==> src/hdl/bqr_pkg.sv <==
`default_nettype none

package bqr_pkg;

  localparam int unsigned ValueW = 32;
  localparam int unsigned FillW  = 8;

  // operation codes carried in tuser on the input side
  typedef enum logic [1:0] {
    MODE_PUSH   = 2'd0,
    MODE_POP    = 2'd1,
    MODE_REMOVE = 2'd2
  } mode_e;

  // result status carried in tuser on the output side
  typedef enum logic [1:0] {
    ST_DONE     = 2'd0,
    ST_FULL     = 2'd1,
    ST_EMPTY    = 2'd2,
    ST_NOTFOUND = 2'd3
  } status_e;

  // command broadcast to every cell of the chain
  typedef enum logic [2:0] {
    CELL_HOLD,
    CELL_LOAD,
    CELL_SHIFT,
    CELL_MATCH,
    CELL_REMOVE
  } cell_cmd_e;

  typedef struct packed {
    cell_cmd_e          cmd;
    logic [ValueW-1:0]  value;
  } cell_ctrl_t;

  typedef struct packed {
    status_e            status;
    logic [ValueW-1:0]  value;
    logic [FillW-1:0]   fill;
  } result_t;

endpackage

`default_nettype wire

==> src/hdl/bqr_outbuf.sv <==
`default_nettype none

module bqr_outbuf
  import bqr_pkg::*;
(
  input  wire      clk_i,
  input  wire      rst_ni,
  input  wire      push_i,
  input  result_t  res_i,
  output logic     full_o,
  output logic     valid_o,
  input  wire      ready_i,
  output result_t  res_o
);

  logic [1:0] cnt_q, cnt_d;
  result_t    slot0_q, slot1_q;
  logic       pop;

  assign pop     = (cnt_q != 2'd0) && ready_i;
  assign valid_o = (cnt_q != 2'd0);
  assign full_o  = (cnt_q == 2'd2);
  assign res_o   = slot0_q;

  // occupancy
  always_comb begin
    cnt_d = cnt_q;
    if (push_i && !pop) begin
      cnt_d = cnt_q + 2'd1;
    end else if (pop && !push_i) begin
      cnt_d = cnt_q - 2'd1;
    end
  end

  always_ff @(posedge clk_i or negedge rst_ni) begin
    if (!rst_ni) begin
      cnt_q <= 2'd0;
    end else begin
      cnt_q <= cnt_d;
    end
  end

  // two result slots, head in slot0
  always_ff @(posedge clk_i) begin
    if (pop) begin
      if (push_i && cnt_q == 2'd1) begin
        slot0_q <= res_i;
      end else begin
        slot0_q <= slot1_q;
      end
      if (push_i && cnt_q == 2'd2) begin
        slot1_q <= res_i;
      end
    end else if (push_i) begin
      if (cnt_q == 2'd0) begin
        slot0_q <= res_i;
      end else begin
        slot1_q <= res_i;
      end
    end
  end

endmodule

`default_nettype wire

==> config.mk <==
export PLATFORM = sky130hd
export DESIGN_NAME = bqr_outbuf
export DESIGN_NICKNAME = d
export VERILOG_FILES = /design/src/hdl/bqr_pkg.sv /design/src/hdl/bqr_outbuf.sv
export SDC_FILE = /design/constraint.sdc
export NUM_CORES = 1
export LEC_CHECK = 0
export ABC_AREA = 1
export BUFFER_PORTS_ARGS = -buffer_cell sky130_fd_sc_hd__buf_4
export CAP_MARGIN = 20
export CORE_MARGIN = 5
export CORE_UTILIZATION = 31
export CTS_CLUSTER_DIAMETER = 120
export CTS_CLUSTER_SIZE = 25
export DETAILED_ROUTE_END_ITERATION = 8
export PLACE_DENSITY = 0.53
export SLEW_MARGIN = 10
export SYNTH_ARGS = -nofsm -noshare
export SYNTH_HDL_FRONTEND = slang
export SYNTH_SLANG_ARGS = --single-unit
==> constraint.sdc <==
create_clock -name clk_i -period 4.95 [get_ports clk_i]
set_clock_uncertainty 0.05 [all_clocks]
set_input_delay 0.99 -clock clk_i [delete_from_list [all_inputs] [get_ports clk_i]]
set_output_delay 0.99 -clock clk_i [all_outputs]
set_load 0.01 [all_outputs]
## Word level (Yosys, flattened, before mapping)

Cells that the tools add are included.

- Register bits after elaboration: 86
- Latch bits: 0
- Output and inout bits: 44
- Memories: 0
- Bits in writable memories: 0
- ROM bits: 0

- Eq/ne operators: 4
- Multiplexer cells: 10
- Reductions and logical operators: 14
- Multipliers: 0
- Order comparisons: 0
- Divide/modulo/power cells: 0
- Add/subtract/negate cells: 2
- Shift operators: 0
- Bitwise operators: 0

Operator list:

| operator | count |
|---|---|
| 2-to-1 mux 42 bit | 8 |
| nonzero test 2 bit | 4 |
| logical AND 1 bit | 5 |
| 2-to-1 mux 2 bit | 2 |
| AND reduction 3 bit | 1 |
| adder 2 x 1 -> 2 bit, second input constant | 1 |
| equality test 2 x 1 -> 1 bit, second input constant | 1 |
| equality test 2 bit, second input constant | 1 |
| logical NOT 1 bit | 2 |
| logical NOT 2 bit | 1 |
| inequality test 2 x 1 -> 1 bit, second input constant | 1 |
| inequality test 2 bit, second input constant | 1 |
| AND reduction 2 bit | 1 |
| subtractor 2 x 1 -> 2 bit, second input constant | 1 |

## Logic depth before layout (Yosys ltp)

- Word-level depth: 5
- Depth in mapped cells: 9
- Gate-level depth less buffers: 9

## Worst setup path before layout

OpenSTA, ideal clock, no wires.

- Kind: input to register
- From: input push_i
- To: register slot0_q, in the netlist res_o[0], enable pin
- Slack: 384 ps
- Buffers on the path: 0
- Stages on the path: 2
- Library setup time: 500 ps
- Data arrival time: 4016 ps
- Path through: inv_1 -> o21ai_0

- Cells in the longest elaborated chain, start to end: 2

RTL lines:

| element | RTL line | text |
|---|---|---|
| start: declaration | bqr_outbuf.sv:8 | `input wire push_i,` |
| nonzero test 2 bit (no line) | n/a |  |
| AND reduction 2 bit (no line) | n/a |  |
| end signal: assignment | bqr_outbuf.sv:47 | `slot0_q <= res_i;` |
| end signal: assignment | bqr_outbuf.sv:49 | `slot0_q <= slot1_q;` |
| end signal: assignment | bqr_outbuf.sv:56 | `slot0_q <= res_i;` |
| end: declaration | bqr_outbuf.sv:17 | `result_t slot0_q, slot1_q;` |

Every way passes these cells.
A chain may end at the register's enable or synchronous reset.

## Final worst setup path

- From: register cnt_q[0]
- To: output valid_o

- Cells in the longest elaborated chain, start to end: 1

RTL lines:

| element | RTL line | text |
|---|---|---|
| start: declaration | bqr_outbuf.sv:16 | `logic [1:0] cnt_q, cnt_d;` |
| start signal: assignment | bqr_outbuf.sv:39 | `cnt_q <= cnt_d;` |
| nonzero test 2 bit | bqr_outbuf.sv:21 | `assign valid_o = (cnt_q != 2'd0);` |
| end: declaration | bqr_outbuf.sv:11 | `output logic valid_o,` |

Every way passes these cells.

==> results.txt <==
The die is 115 µm wide. The gate count after technology mapping was 257; the peak fanout along the critical path was 3. Start-to-end type of the worst setup path: flop to primary output. The number of slew-limit violations in the final report is 0. The insertion delay to the later sink of the worst-skew pair is 350 ps. The filler cells instantiated in the layout total 1,030. In the final routing, the length of wire on met1 measures 2.94 mm.

Once detail routing completed, the nets flagged for antenna violations numbered 0. The routed design has 6.80 mm of wire. The maximum single-stage delay on the critical path was 410 ps; the final number of hold-violating endpoints was 0. The remaining max-slew budget at the tightest pin was 54.1%. Grouping stages by cell kind, the critical path spends the most delay in flip-flops. In the final routed layout, each cell accounts on average for 13.8 µm.

The logs give 4220 µm² for the total cell area at the placement stage and 1420 ps for the critical path arrival. The tools report the net switching power of the design as 0.808 mW. The number of standard-cell rows in the floorplan is 38. Each instance of the synthesized netlist takes up on average 13.2 µm².

The tools report the number of different library cells in the post-synthesis netlist as 16. The clock network is responsible for 18.9% of the overall power. The share of total power dissipated in combinational logic is 32.7%. The kind of path behind the tightest hold check is input port to asynchronous set/reset pin. The number of cells on the worst reg-to-reg path is 9. The run gives 0 as the yosys synthesis warning count. The worst register-to-register path ends at slot1_q[0].

The HPWL after detailed placement is 4.41 mm. The number of H-tree levels is 3, and the number of enable flip-flop cells after synthesis is 84. The layout-stage area growth over the synthesis result came out at 29.5%. Input and output buffers added on the ports amount to 89. The total number of vias was 2,134; the cell internal power dissipation was 1.74 mW. In this run the deepest clock path goes through 2 buffers. Setup repair after global routing left no endpoint under its margin.

Entering global routing, the biggest net connects 44 pins. Across every metal layer, demand over resource in global routing totals 10.6%. The most numerous cell type found on the critical path is inv_1.

The run gives 86 as the number of sinks on the clock net. Derived from the worst setup path, the maximum achievable clock frequency is 407 MHz. The most used flip-flop cell after synthesis is edfxtp_1. The number of I/O pins came out at 90.

The smallest clock period supported by the final layout is computed as 2460 ps. The routed design uses 3.29 mm of met2 wire. Across the run, the number of max-cap violations was 0. Startpoint of the worst-slack reg-to-reg timing path: cnt_q[0]. For this run, asynchronously set or reset flops after synthesis account for 2.33%. The tools report the met3 wire length as 495 µm.

The run finished with clean final reports. Dividing the detail-routed via count by the number of cells gives 4.33. The worst setup path is captured at a primary output. The finished cells cover 4410 µm².

STA classifies the critical path startpoint as a flop. For the final routed database, the setup TNS stands at 0 ps. The core box area is 10,800 µm².

The synthesized netlist occupies a cell area of 3400 µm². The number of buffers and inverters on the critical path is 3. The run gives 3910 ps as the required time at the worst-slack endpoint. VDD sags by at most 0.368 mV.

The first-pass GRT wire length was 10.6 mm; the floorplan die height was 115 µm. The share of cells above drive strength 1 was 32.0%; the part of the total power dissipated in sequential elements was 48.4%. The logs give 309 for the net count after synthesis and 31.5% for the starting density of the core. The internal reg-to-reg setup slack was 2500 ps; the transition time at the pin with the least slew margin was 687 ps.

The final layout contains 400 nets. Sequential cells were found to cover 75.6% of the synthesized design area. The slowest stage of the critical path belongs to the cell dfrtp_1. For the number of buffers inserted during clock tree synthesis, the log shows 9. TritonCTS built the clock tree. Routed signal wires occupy layers up through met4. At the end of the flow the core is filled with cells to 40.8%. Once the clock tree was built, the setup fixing pass inserted 0 buffers. The post-cts sizing count is 0. Of the total power, the share spent switching nets is 31.7%. In this run the worst setup path begins at cnt_q[0]. The power density over cell area was 578 nW/µm². Setup violations remaining at the end of the flow were counted as 0. The first routing iteration left 90 violations.

The clock edge transition at the registers on the reported setup and hold paths works out to 80 ps. The total leakage power is 1.90 nW. Traced cell by cell, the critical path runs through inv_1 > ha_1 > inv_1 > buf_4. Of the available clock period, the critical path in the final layout requires 49.6%. Routability-driven placement finished with a final weighted congestion of 0.754. The number of placed instances, taps included, is 477. The number of antenna diodes in the final layout is 0. Counting flops and latches in the post-synthesis netlist gives 86. The number of global-route vias before repair was 2,102. For the overall die area, the log shows 13,200 µm².

Before antenna repair, the detailed router went through 4 iterations. In the routed design, unresolved DRC markers number 0. Summed over all layers, the global routing overflow is 0.

The number of antenna violations at the first check in global routing is 0, and the filler-free cell count of the finished design is 493. In this run the clock root is driven by a clkbuf_8. For this design, the CTS-stage hold fixing added 0 buffers.
## cells in the final DEF (no fill, tap or decap)
cell type | Yosys | layout
nand2_1 | 93 | 92
buf_4 | 4 | 91
edfxtp_1 | 84 | 84
nand3_1 | 43 | 43
clkbuf_8 | 0 | 10
inv_1 | 9 | 9
ha_1 | 6 | 6
clkinv_2 | 0 | 2
clkbuf_1 | 0 | 2
dfrtp_1 | 2 | 2
inv_2 | 1 | 1
nor2_8 | 1 | 1
nand2_2 | 0 | 1
nand2_4 | 1 | 1
o21ai_4 | 0 | 1
nor2_1 | 2 | 1
nor2_4 | 0 | 1
xor2_1 | 1 | 1
or2_2 | 1 | 1
bufinv_16 | 0 | 1
clkinvlp_4 | 0 | 1
buf_16 | 0 | 1
## cell type report
| class | count | area [µm²] | share of cell area (%) |
|---|---|---|---|
| tap | 140 | 175 | 3.97 |
| multi-input combinational | 149 | 719 | 16.3 |
| clock buffer | 12 | 145 | 3.29 |
| inverter | 10 | 37.5 | 0.852 |
| clock inverter | 4 | 47.5 | 1.08 |
| timing repair buffer | 92 | 711 | 16.1 |
| sequential | 86 | 2570 | 58.4 |
## cells in the mapped netlist (2+ instances only)
library cell  number  area [µm²]
inv_1              9        33.8
nand3_1           43         215
buf_4              4        30.0
dfrtp_1            2        50.1
nand2_1           93         349
buf_6              4        45.0
nor2_1             2        7.51
ha_1               6        75.1
buf_2              4        20.0
edfxtp_1          84        2520
## registers in the layout, summed over array words and instances (netlist names)
signal	cells
res_o	42
slot1_q	42
cnt_q	2
## how the worst max path moves through the flow
stage / slack, ps / to / cells past startpoint
6_report: 2490 / valid_o / 4
5_1_grt: 2340 / slot1_q[2] / 9
4_1_cts: 2460 / slot1_q[0] / 9
3_5_place_dp: 2210 / slot1_q[0] / 7
3_3_place_gp: 2060 / slot1_q[15] / 6
2_1_floorplan: 380 / res_o[0] / 2
## per-stage QoR
stage               hold slack, ps  total power, mW  setup slack, ps
floorplan                      419             1.74              384
global placement               439             2.07             2060
detailed placement             446             2.11             2210
CTS                            324             2.59             2460
global route                   323             2.72             2340
finish                         349             2.55             2490
## power by group through the flow
stage	sequential (mW)	clock, mW	combinational, mW
2_1_floorplan	1.34	0	0.396
3_3_place_gp	1.25	0	0.815
3_5_place_dp	1.25	0	0.855
4_1_cts	1.24	0.500	0.857
5_1_grt	1.26	0.532	0.926
6_report	1.23	0.481	0.834
## worst reg2reg max path, stage by stage (launching register included)
cell,delay [ps]
dfrtp_1,390
inv_1,90
ha_1,230
inv_1,120
nand2_1,140
ha_1,210
inv_1,50
nand2_1,80
nor2_4,540
buf_16,250
## routing by layer
metal / up-vias / GRT usage (%)
li1: 1067 / -
met1: 991 / 13.1
met2: 68 / 17.0
met3: 8 / 3.58
met4: 0 / 4.69
met5: - / 0
## cell families (layout without fill, tap and decap cells)
group,after synthesis,count (layout),share of synthesized area [%]
AO/OA/AOI/OAI,1,1,0.147
flip-flops,86,86,75.6
XOR/XNOR,1,1,0.257
AND/OR/NAND/NOR,141,141,17.9
buffers and inverters,22,118,3.90
adder cells (fa/ha/maj),6,6,2.21
(Power assumes the default switching activity.)
