[src/hdl/bqr_pkg.sv]
`default_nettype none

package bqr_pkg;

  localparam int unsigned ValueW = 32;
  localparam int unsigned FillW  = 8;

  // operation codes carried in tuser on the input side
  typedef enum logic [1:0] {
    MODE_PUSH   = 2'd0,
    MODE_POP    = 2'd1,
    MODE_REMOVE = 2'd2
  } mode_e;

  // result status carried in tuser on the output side
  typedef enum logic [1:0] {
    ST_DONE     = 2'd0,
    ST_FULL     = 2'd1,
    ST_EMPTY    = 2'd2,
    ST_NOTFOUND = 2'd3
  } status_e;

  // command broadcast to every cell of the chain
  typedef enum logic [2:0] {
    CELL_HOLD,
    CELL_LOAD,
    CELL_SHIFT,
    CELL_MATCH,
    CELL_REMOVE
  } cell_cmd_e;

  typedef struct packed {
    cell_cmd_e          cmd;
    logic [ValueW-1:0]  value;
  } cell_ctrl_t;

  typedef struct packed {
    status_e            status;
    logic [ValueW-1:0]  value;
    logic [FillW-1:0]   fill;
  } result_t;

endpackage

`default_nettype wire

[src/hdl/bqr_cell.sv]
`default_nettype none

module bqr_cell
  import bqr_pkg::*;
(
  input  wire                clk_i,
  input  cell_ctrl_t         ctrl_i,
  input  wire                load_en_i,
  input  wire                in_range_i,
  input  wire [ValueW-1:0]   next_data_i,
  input  wire                prior_i,
  output logic [ValueW-1:0]  data_o,
  output logic               prior_o
);

  logic [ValueW-1:0] data_q;
  logic              match_q;

  // a match here or in any cell nearer the head
  assign prior_o = prior_i | match_q;
  assign data_o  = data_q;

  // entry storage and compare flag
  always_ff @(posedge clk_i) begin
    case (ctrl_i.cmd)
      CELL_LOAD: begin
        if (load_en_i) begin
          data_q <= ctrl_i.value;
        end
      end
      CELL_SHIFT: begin
        data_q <= next_data_i;
      end
      CELL_MATCH: begin
        match_q <= in_range_i && (data_q == ctrl_i.value);
      end
      CELL_REMOVE: begin
        if (prior_o) begin
          data_q <= next_data_i;
        end
        match_q <= 1'b0;
      end
      default: begin
      end
    endcase
  end

endmodule

`default_nettype wire

[config.mk]
export PLATFORM = sky130hd
export DESIGN_NAME = bqr_cell
export DESIGN_NICKNAME = d
export VERILOG_FILES = /design/src/hdl/bqr_pkg.sv /design/src/hdl/bqr_cell.sv
export SDC_FILE = /design/constraint.sdc
export NUM_CORES = 1
export LEC_CHECK = 0
export ABC_AREA = 1
export BUFFER_PORTS_ARGS = -buffer_cell sky130_fd_sc_hd__clkbuf_2
export CELL_PAD_IN_SITES_DETAIL_PLACEMENT = 1
export CELL_PAD_IN_SITES_GLOBAL_PLACEMENT = 1
export CORE_ASPECT_RATIO = 1.4
export CORE_MARGIN = 2
export CORE_UTILIZATION = 32
export DETAILED_ROUTE_END_ITERATION = 10
export PLACE_DENSITY_LB_ADDON = 0.05
export SYNTH_ARGS = -nofsm -noshare
export SYNTH_HDL_FRONTEND = slang
export SYNTH_SLANG_ARGS = --single-unit
export TNS_END_PERCENT = 100
[constraint.sdc]
create_clock -name clk_i -period 3.6 [get_ports clk_i]
set_clock_uncertainty 0.2 [all_clocks]
set_input_delay 0.36 -clock clk_i [delete_from_list [all_inputs] [get_ports clk_i]]
set_output_delay 0.36 -clock clk_i [all_outputs]
set_load 0.05 [all_outputs]
# After elaboration in Yosys (flattened, before gate mapping)
# Index checks and enable logic that the tools add are counted.
# classes
eq_ne	7
n_mux	4
bitwise_logic	1
n_reduce_logical	4
# op_table
operator	count
one-hot mux 32 bit (3 select lines)	1
2-to-1 mux 32 bit	2
equality test 32 bit	1
equality test 3 x 2 -> 1 bit, second input constant	2
inequality test 2 bit, second input constant	2
equality test 3 x 1 -> 1 bit, second input constant	1
equality test 3 bit, second input constant	1
AND reduction 3 bit	1
nonzero test 3 bit	1
one-hot mux 1 bit (2 select lines)	1
nonzero test 2 bit	1
logical AND 1 bit	1
bitwise OR 1 bit	1
# totals
reg_bits	33
in_bits	71
out_inout_bits	33
elab_cells	18

# Logic depth before layout (Yosys ltp)
# Gate-level depths: netlist of run 1.
# depth
depth_word	3
ltp_mapped	8
mapped_depth_nobuf	8

# Worst setup path after synthesis of run 1
# Ideal clock, no wire load.
# synth_timing
path_type	input to register
start	in ctrl_i[33] (netlist bit)
end	reg data_q[0], in the netlist data_o[0], enable pin
arrival_ps	2414
required_ps	2968
path_slack_ps	554
cell_stages	6
cell_sequence	nor2_2 nand2_2 nand2_4 buf_12 o22ai_1 a21oi_1
# synth_via
elab_chain_cells	3
# synth_rtl
element	line_no	text
from (decl)	bqr_cell.sv:7	input cell_ctrl_t ctrl_i,
equality test 3 bit, or another cell as far along	bqr_cell.sv:25	case (ctrl_i.cmd)
inequality test 2 bit (no source line) / nonzero test 3 bit (equally long branches)	-	
AND reduction 3 bit (no source line) (*)	-	
to (signal assigned)	bqr_cell.sv:28	data_q <= ctrl_i.value;
to (signal assigned)	bqr_cell.sv:32	data_q <= next_data_i;
to (signal assigned)	bqr_cell.sv:39	data_q <= next_data_i;
to (decl)	bqr_cell.sv:16	logic [ValueW-1:0] data_q;
# Mark *: on every way between the ends. The rest lies on a longest branch, timed or not.
# A chain may end at the register's enable or synchronous reset.

# Final worst setup path of run 1
# layout_timing
start	in ctrl_i[34] (netlist bit)
end	reg data_q[19], in the netlist data_o[19], enable pin
# The elaborated chain is that of the path after synthesis.

==> results of run 1 <==
## state kept, by name, summed over array words and instances (netlist names)
signal / cells
data_o: 32
match_q: 1
## layout by cell type (no fill, tap or decap)
cell type,n
nor3_1,1
inv_2,1
o22ai_1,1
o21ai_0,9
edfxtp_1,33
clkbuf_1,1
a21oi_4,1
nor2_2,1
o21ai_2,17
inv_1,45
clkbuf_2,103
nand2_2,19
o21ai_1,3
nand2_1,100
o211ai_1,1
or2_0,1
nand3_1,5
o21a_1,1
buf_4,3
nor2_1,17
or2_2,1
nand2_4,1
clkinv_2,2
clkbuf_8,5
xnor2_1,7
## where the power goes
| part | internal (µW) | switching, µW | total [µW] |
|---|---|---|---|
| clock | 134 | 128 | 262 |
| combinational | 98.2 | 219 | 318 |
| sequential | 466 | 21.5 | 488 |
## synthesized netlist by cell type, drive strengths merged
master	number
a21oi	1
buf	6
edfxtp	33
inv	46
nand2	120
nand3	5
nor2	18
nor3	1
o211ai	1
o21a	1
o21ai	29
o22ai	1
or2	2
xnor2	7
## critical path, delay by kind of cell
family	cells	cell delay [ps]
compound gates	2	880
simple gates	1	400
buf+inv	2	380
## layout make-up
cell class	count	area [µm²]	area share, %
clock buffers	6	72.57	2.589
clock inverters	2	10.01	0.3571
inverters	46	172.7	6.161
multi-input cells	186	925.9	33.04
flip-flops and latches	33	991.0	35.36
well taps	74	92.59	3.304
repair buffers	106	538.0	19.20
## path summary, 6_finish.rpt
check | start | endpoint | slack (ps) | cells past startpoint
setup / recovery | ctrl_i[34] | data_o[19] | 1380 | 5
hold / removal | next_data_i[6] | data_o[6] | 150 | 3
setup reg to reg | match_q | data_o[19] | 1610 | 4
hold reg to reg | data_o[16] | match_q | 600 | 5
## through the flow
stage | cell area (µm²) | cells | hold WS, ps
global placement | 2720 | 445 | 430.1
CTS | 2803 | 453 | 140.1
detailed placement | 2720 | 445 | 438.0
floorplan | 2155 | 271 | 338.3
finish | 2803 | 453 | 148.4
global route | 2803 | 453 | 158.3
## metal layers
metal / vias to the layer above / part of all wire, % / global-route usage, % / wire (µm)
met5: - / 0 / 0 / 0
met4: 0 / 1.2 / 5.874 / 69
met3: 7 / 6.3 / 2.800 / 349
met2: 64 / 52 / 27.65 / 2923
met1: 929 / 40 / 18.22 / 2232
li1: 1050 / - / - / -
## cells by family after synthesis
logic type	Yosys count	share of synthesized area [%]
xor+xnor	7	2.846
flops	33	45.99
compound gates	33	10.92
simple gates	146	28.69
buf+inv	52	11.56
==> run metrics, run 1 <==
number of CTS-inserted buffers 5; num ports around 100; PostCTS Resize Cnt 0; nets ~450; final wirelength 5575 µm; Fmax 449.7 MHz; TritonCTS clock tree built; post-synth cell types 24; vias a little over 2000; HPWL after DPL ~4600 µm; antenna violations before repair 0; clk sinks 33; clk buf depth 2; drt pass-1 iters 4; Yosys Warn Count 0; WL/cell 12.31 µm; Max IR drop VDD 0.1767 mV; synthesized area ~2200 µm²; outcome finished clean; DIE AREA between 7000 and 8000 µm²; worst-margin pin slew 815.8 ps; die height 101.1 µm; overall routing resource usage 15.54%; Starting Density 32.80%; Crit-path slowest cell a21oi_4; clock latency on the worst-skew pair around 280 ps; Via density 4.525; fill count 868; final worst setup slack 1376 ps; Synth area leader edfxtp_1; Avg Cell Area, Syn 7.950 µm²; Setup crit end kind flop; critical path class input port to flop; WP data required 3390 ps; fin crit share between 60% and 70%; RSZ-0062 raised after global routing no; sequential cell area fraction in the yosys report roughly 46%; grt ovf 0; Critical Path Start Type input port; #FFs+latches synth 33; Setup Buffers After CTS 0; share of cells above drive strength 1 40.63%; CP Cell Sequence clkbuf_2 -> nor3_1 -> o22ai_1 -> a21oi_4 -> buf_4; Crit path largest cell delay 670 ps; Setup WS pre-CTS 1052 ps; top cells by area, synth edfxtp_1 (46%), nand2_1 (17%), inv_1 (7.8%), o21ai_2 (6.9%), nand2_2 (5.5%); Relative slew margins between 40 and 50%; Die X about 73 µm; CTS clk-pin slew, worst paths 70 ps; Yosys top cell area share 45.99%; # rows 35; Syn Nets around 340; Final ANT Viol Nets 0; PD cells around 380 nW/µm²; Max Slew Vio Count 0; total of max-cap violations 0; htree depth 2; drt drc 0; Leak 0.001478 µW; vias in the first global route between 2000 and 2500; post-synthesis cell count 271; largest net degree at the start of global routing 57; Syn-to-layout area delta 30.08%; arrival time at the worst endpoint 2010 ps; Final min period 2224 ps; core area about 6600 µm²; first-pass GRT wire length a little under 9000 µm; setup TNS 0 ps; hold_buf cts 0; Fin. Hold Viols 0; Port Buffers 103; number of diodes 0; HP Class input port to flop; Root Driver clkbuf_8; Crit Path Max Fanout 24; DRT iter0 DRCs 48; gpl congestion 0.7564; total power 1067 µW; post-layout util approximately 43%; Setup-failing EPs final 0
(Power assumes the default switching activity.)
==> run 2, diff against run 1 <==
==> constraint.sdc (replaced) <==
create_clock -name clk_i -period 2.2 [get_ports clk_i]
set_clock_uncertainty 0.2 [all_clocks]
set_input_delay 0.22 -clock clk_i [delete_from_list [all_inputs] [get_ports clk_i]]
set_output_delay 0.22 -clock clk_i [all_outputs]
set_load 0.05 [all_outputs]
==> run metrics, run 2 (same netlist as run 1, synthesis figures left out) <==
outcome finished clean; Root Driver clkbuf_8; antenna violations before repair 0 (unchanged); largest net degree at the start of global routing 57 (unchanged); clock network power share 25.2% (+0.7 points); RSZ-0062 raised after global routing no; Max IR drop VDD 0.2868 mV (+62%); first-pass GRT wire length 9032 µm (+2.1%); origin of the critical flop-to-flop path match_q; Fmax 613.3 MHz; clock latency on the worst-skew pair 290 ps (about the same); arrival time at the worst endpoint 1460 ps (-550 ps); setup TNS 0 ps (unchanged); grt ovf 0 (unchanged); htree depth 2 (unchanged); Sequential Power Share 44.8% (-0.9 points); Starting Density 32.80% (unchanged); number of CTS-inserted buffers 5 (unchanged); combinational power share 30.0% (+0.2 points); core area 6569 µm² (unchanged); worst-margin pin slew 326.2 ps (-489.6 ps); share of cells above drive strength 1 39.95% (-0.69 points); R2R depth 4 (unchanged); total of max-cap violations 0 (unchanged); num ports 104 (unchanged); Final ANT Viol Nets 0 (unchanged); post-layout util 43.64% (+0.97 points); DP Area 2745 µm² (+0.92%); Critical Path Start Type flop; drt drc 0 (unchanged); Relative slew margins 78.26% (+33 points); CTS clk-pin slew, worst paths 80 ps (about the same); Via density 4.534 (+0.19%); nets 453 (+0.89%); switching power 631.2 µW (+71%); number of diodes 0 (unchanged); Hold EP data_o[26]; DIE AREA 7415 µm² (unchanged); overall routing resource usage 15.89% (+0.34 points); Setup crit end kind flop; Port Buffers 103 (unchanged); PostCTS Resize Cnt 0 (unchanged); hold path cells 3 (unchanged); fill count 868 (unchanged); Leak 0.001500 µW (+1.5%); most frequent cells in the layout clkbuf_2 (103), nand2_1 (100), inv_1 (45); drt pass-1 iters 3 (-1); PD cells 620.0 nW/µm² (+63%); Crit Path Max Fanout 32 (+33%); Switching Share 35.51% (+0.95 points); Crit path largest cell delay 350 ps (-320 ps); Largest register FFs 32 (unchanged); final wirelength 5666 µm (+1.6%); Die X 73.35 µm (unchanged); vias in the first global route 2069 (+3.0%); vias 2072 (+1.1%); WP data required 2030 ps (-1360 ps); Max Slew Vio Count 0 (unchanged); fin crit share about 74%; Crit-path slowest cell edfxtp_1; Syn-to-layout area delta 33.04%; CP Cell Sequence or2_2 -> o22ai_1 -> a21oi_4 -> buf_12; gpl congestion 0.7197 (-4.9%); DRT iter0 DRCs 50 (+4.2%); critical path class flop to flop; R2R setup slack 570 ps (-1040 ps); Buf/Inv on CP 1 (-1); leading cell type in the layout, fill and taps excluded clkbuf_2; TritonCTS clock tree built; HP Class input port to flop; Top delay family on crit path flip-flops; Setup-failing EPs final 0 (unchanged); WL/cell 12.40 µm (+0.74%); clk buf depth 2 (unchanged); clk sinks 33 (unchanged); die height 101.1 µm (unchanged); Fin. Hold Viols 0 (unchanged); HPWL after DPL 4493 µm (-2.3%); Int Pwr 1146 µW (+64%); Hold Crit Start next_data_i[26]; Final Cell Area 2867 µm² (+2.3%); # rows 35 (unchanged); Crit Reg-Reg Endpoint data_o[3]; Final min period 1631 ps
-- run 2: cell count changes in the layout (fill, tap and decap cells not counted), sizes merged --
cell | before | now
dlygate4sd3 | 0 | 4
clkbuf | 109 | 108
clkinv | 2 | 3
-- run 2: final cells by class --
| type | instances | area (µm²) | share of cell area (%) |
|---|---|---|---|
| sequential | 33 | 991.0 | 34.57 |
| multi-input combinational | 186 | 925.9 | 32.30 |
| timing repair buffer | 110 | 603.1 | 21.04 |
| inverter | 46 | 172.7 | 6.024 |
| tap | 74 | 92.59 | 3.230 |
| clock buffer | 5 | 68.82 | 2.401 |
| clock inverter | 3 | 12.51 | 0.4365 |
-- run 2: routing by layer --
metal	global-route usage, %	up-vias	share of wire [%]
met5	0	-	0
met4	4.196	0	1.0
met3	4.500	7	6.1
met2	28.41	65	53
met1	18.28	941	40
li1	-	1059	-
-- run 2: worst max-delay path by stage --
stage | slack (ps) | to | cells after the start | from
floorplan | 240 | data_o[0] | 3 | ctrl_i[34]
global placement | 530 | data_o[23] | 8 | ctrl_i[33]
detailed placement | 490 | data_o[27] | 8 | ctrl_i[33]
CTS | 580 | data_o[5] | 4 | match_q
global route | 530 | data_o[22] | 4 | match_q
finish | 570 | data_o[3] | 4 | match_q
-- run 2: what timing repair did --
item,CTS,global route
hold buffers,4,0
endpoints found under the hold margin,4,0
buffers inserted,0,0
-- run 2: worst reg2reg max path: stages, from the launching register on --
cell and delay, ps:
edfxtp_1 350, or2_2 300, o22ai_1 260, a21oi_4 60, buf_12 180
-- run 2: power by group through the flow --
stage          sequential [µW]  clock [µW]  combinational (µW)
3_5_place_dp               812           0                 536
2_1_floorplan              967           0                 213
6_report                   796         448                 533
4_1_cts                    798         462                 544
5_1_grt                    803         490                 589
3_3_place_gp               810           0                 530
-- run 2: stage by stage --
stage / power (µW) / hold slack (ps) / std cells / setup slack, ps
finish: 1777 / 6.419 / 457 / 569.5
CTS: 1804 / 0.5861 / 457 / 576.1
detailed placement: 1348 / 297.1 / 445 / 489.2
global route: 1882 / 2.093 / 457 / 530.9
global placement: 1340 / 291.1 / 445 / 528.6
floorplan: 1180 / 198.3 / 271 / 238.6
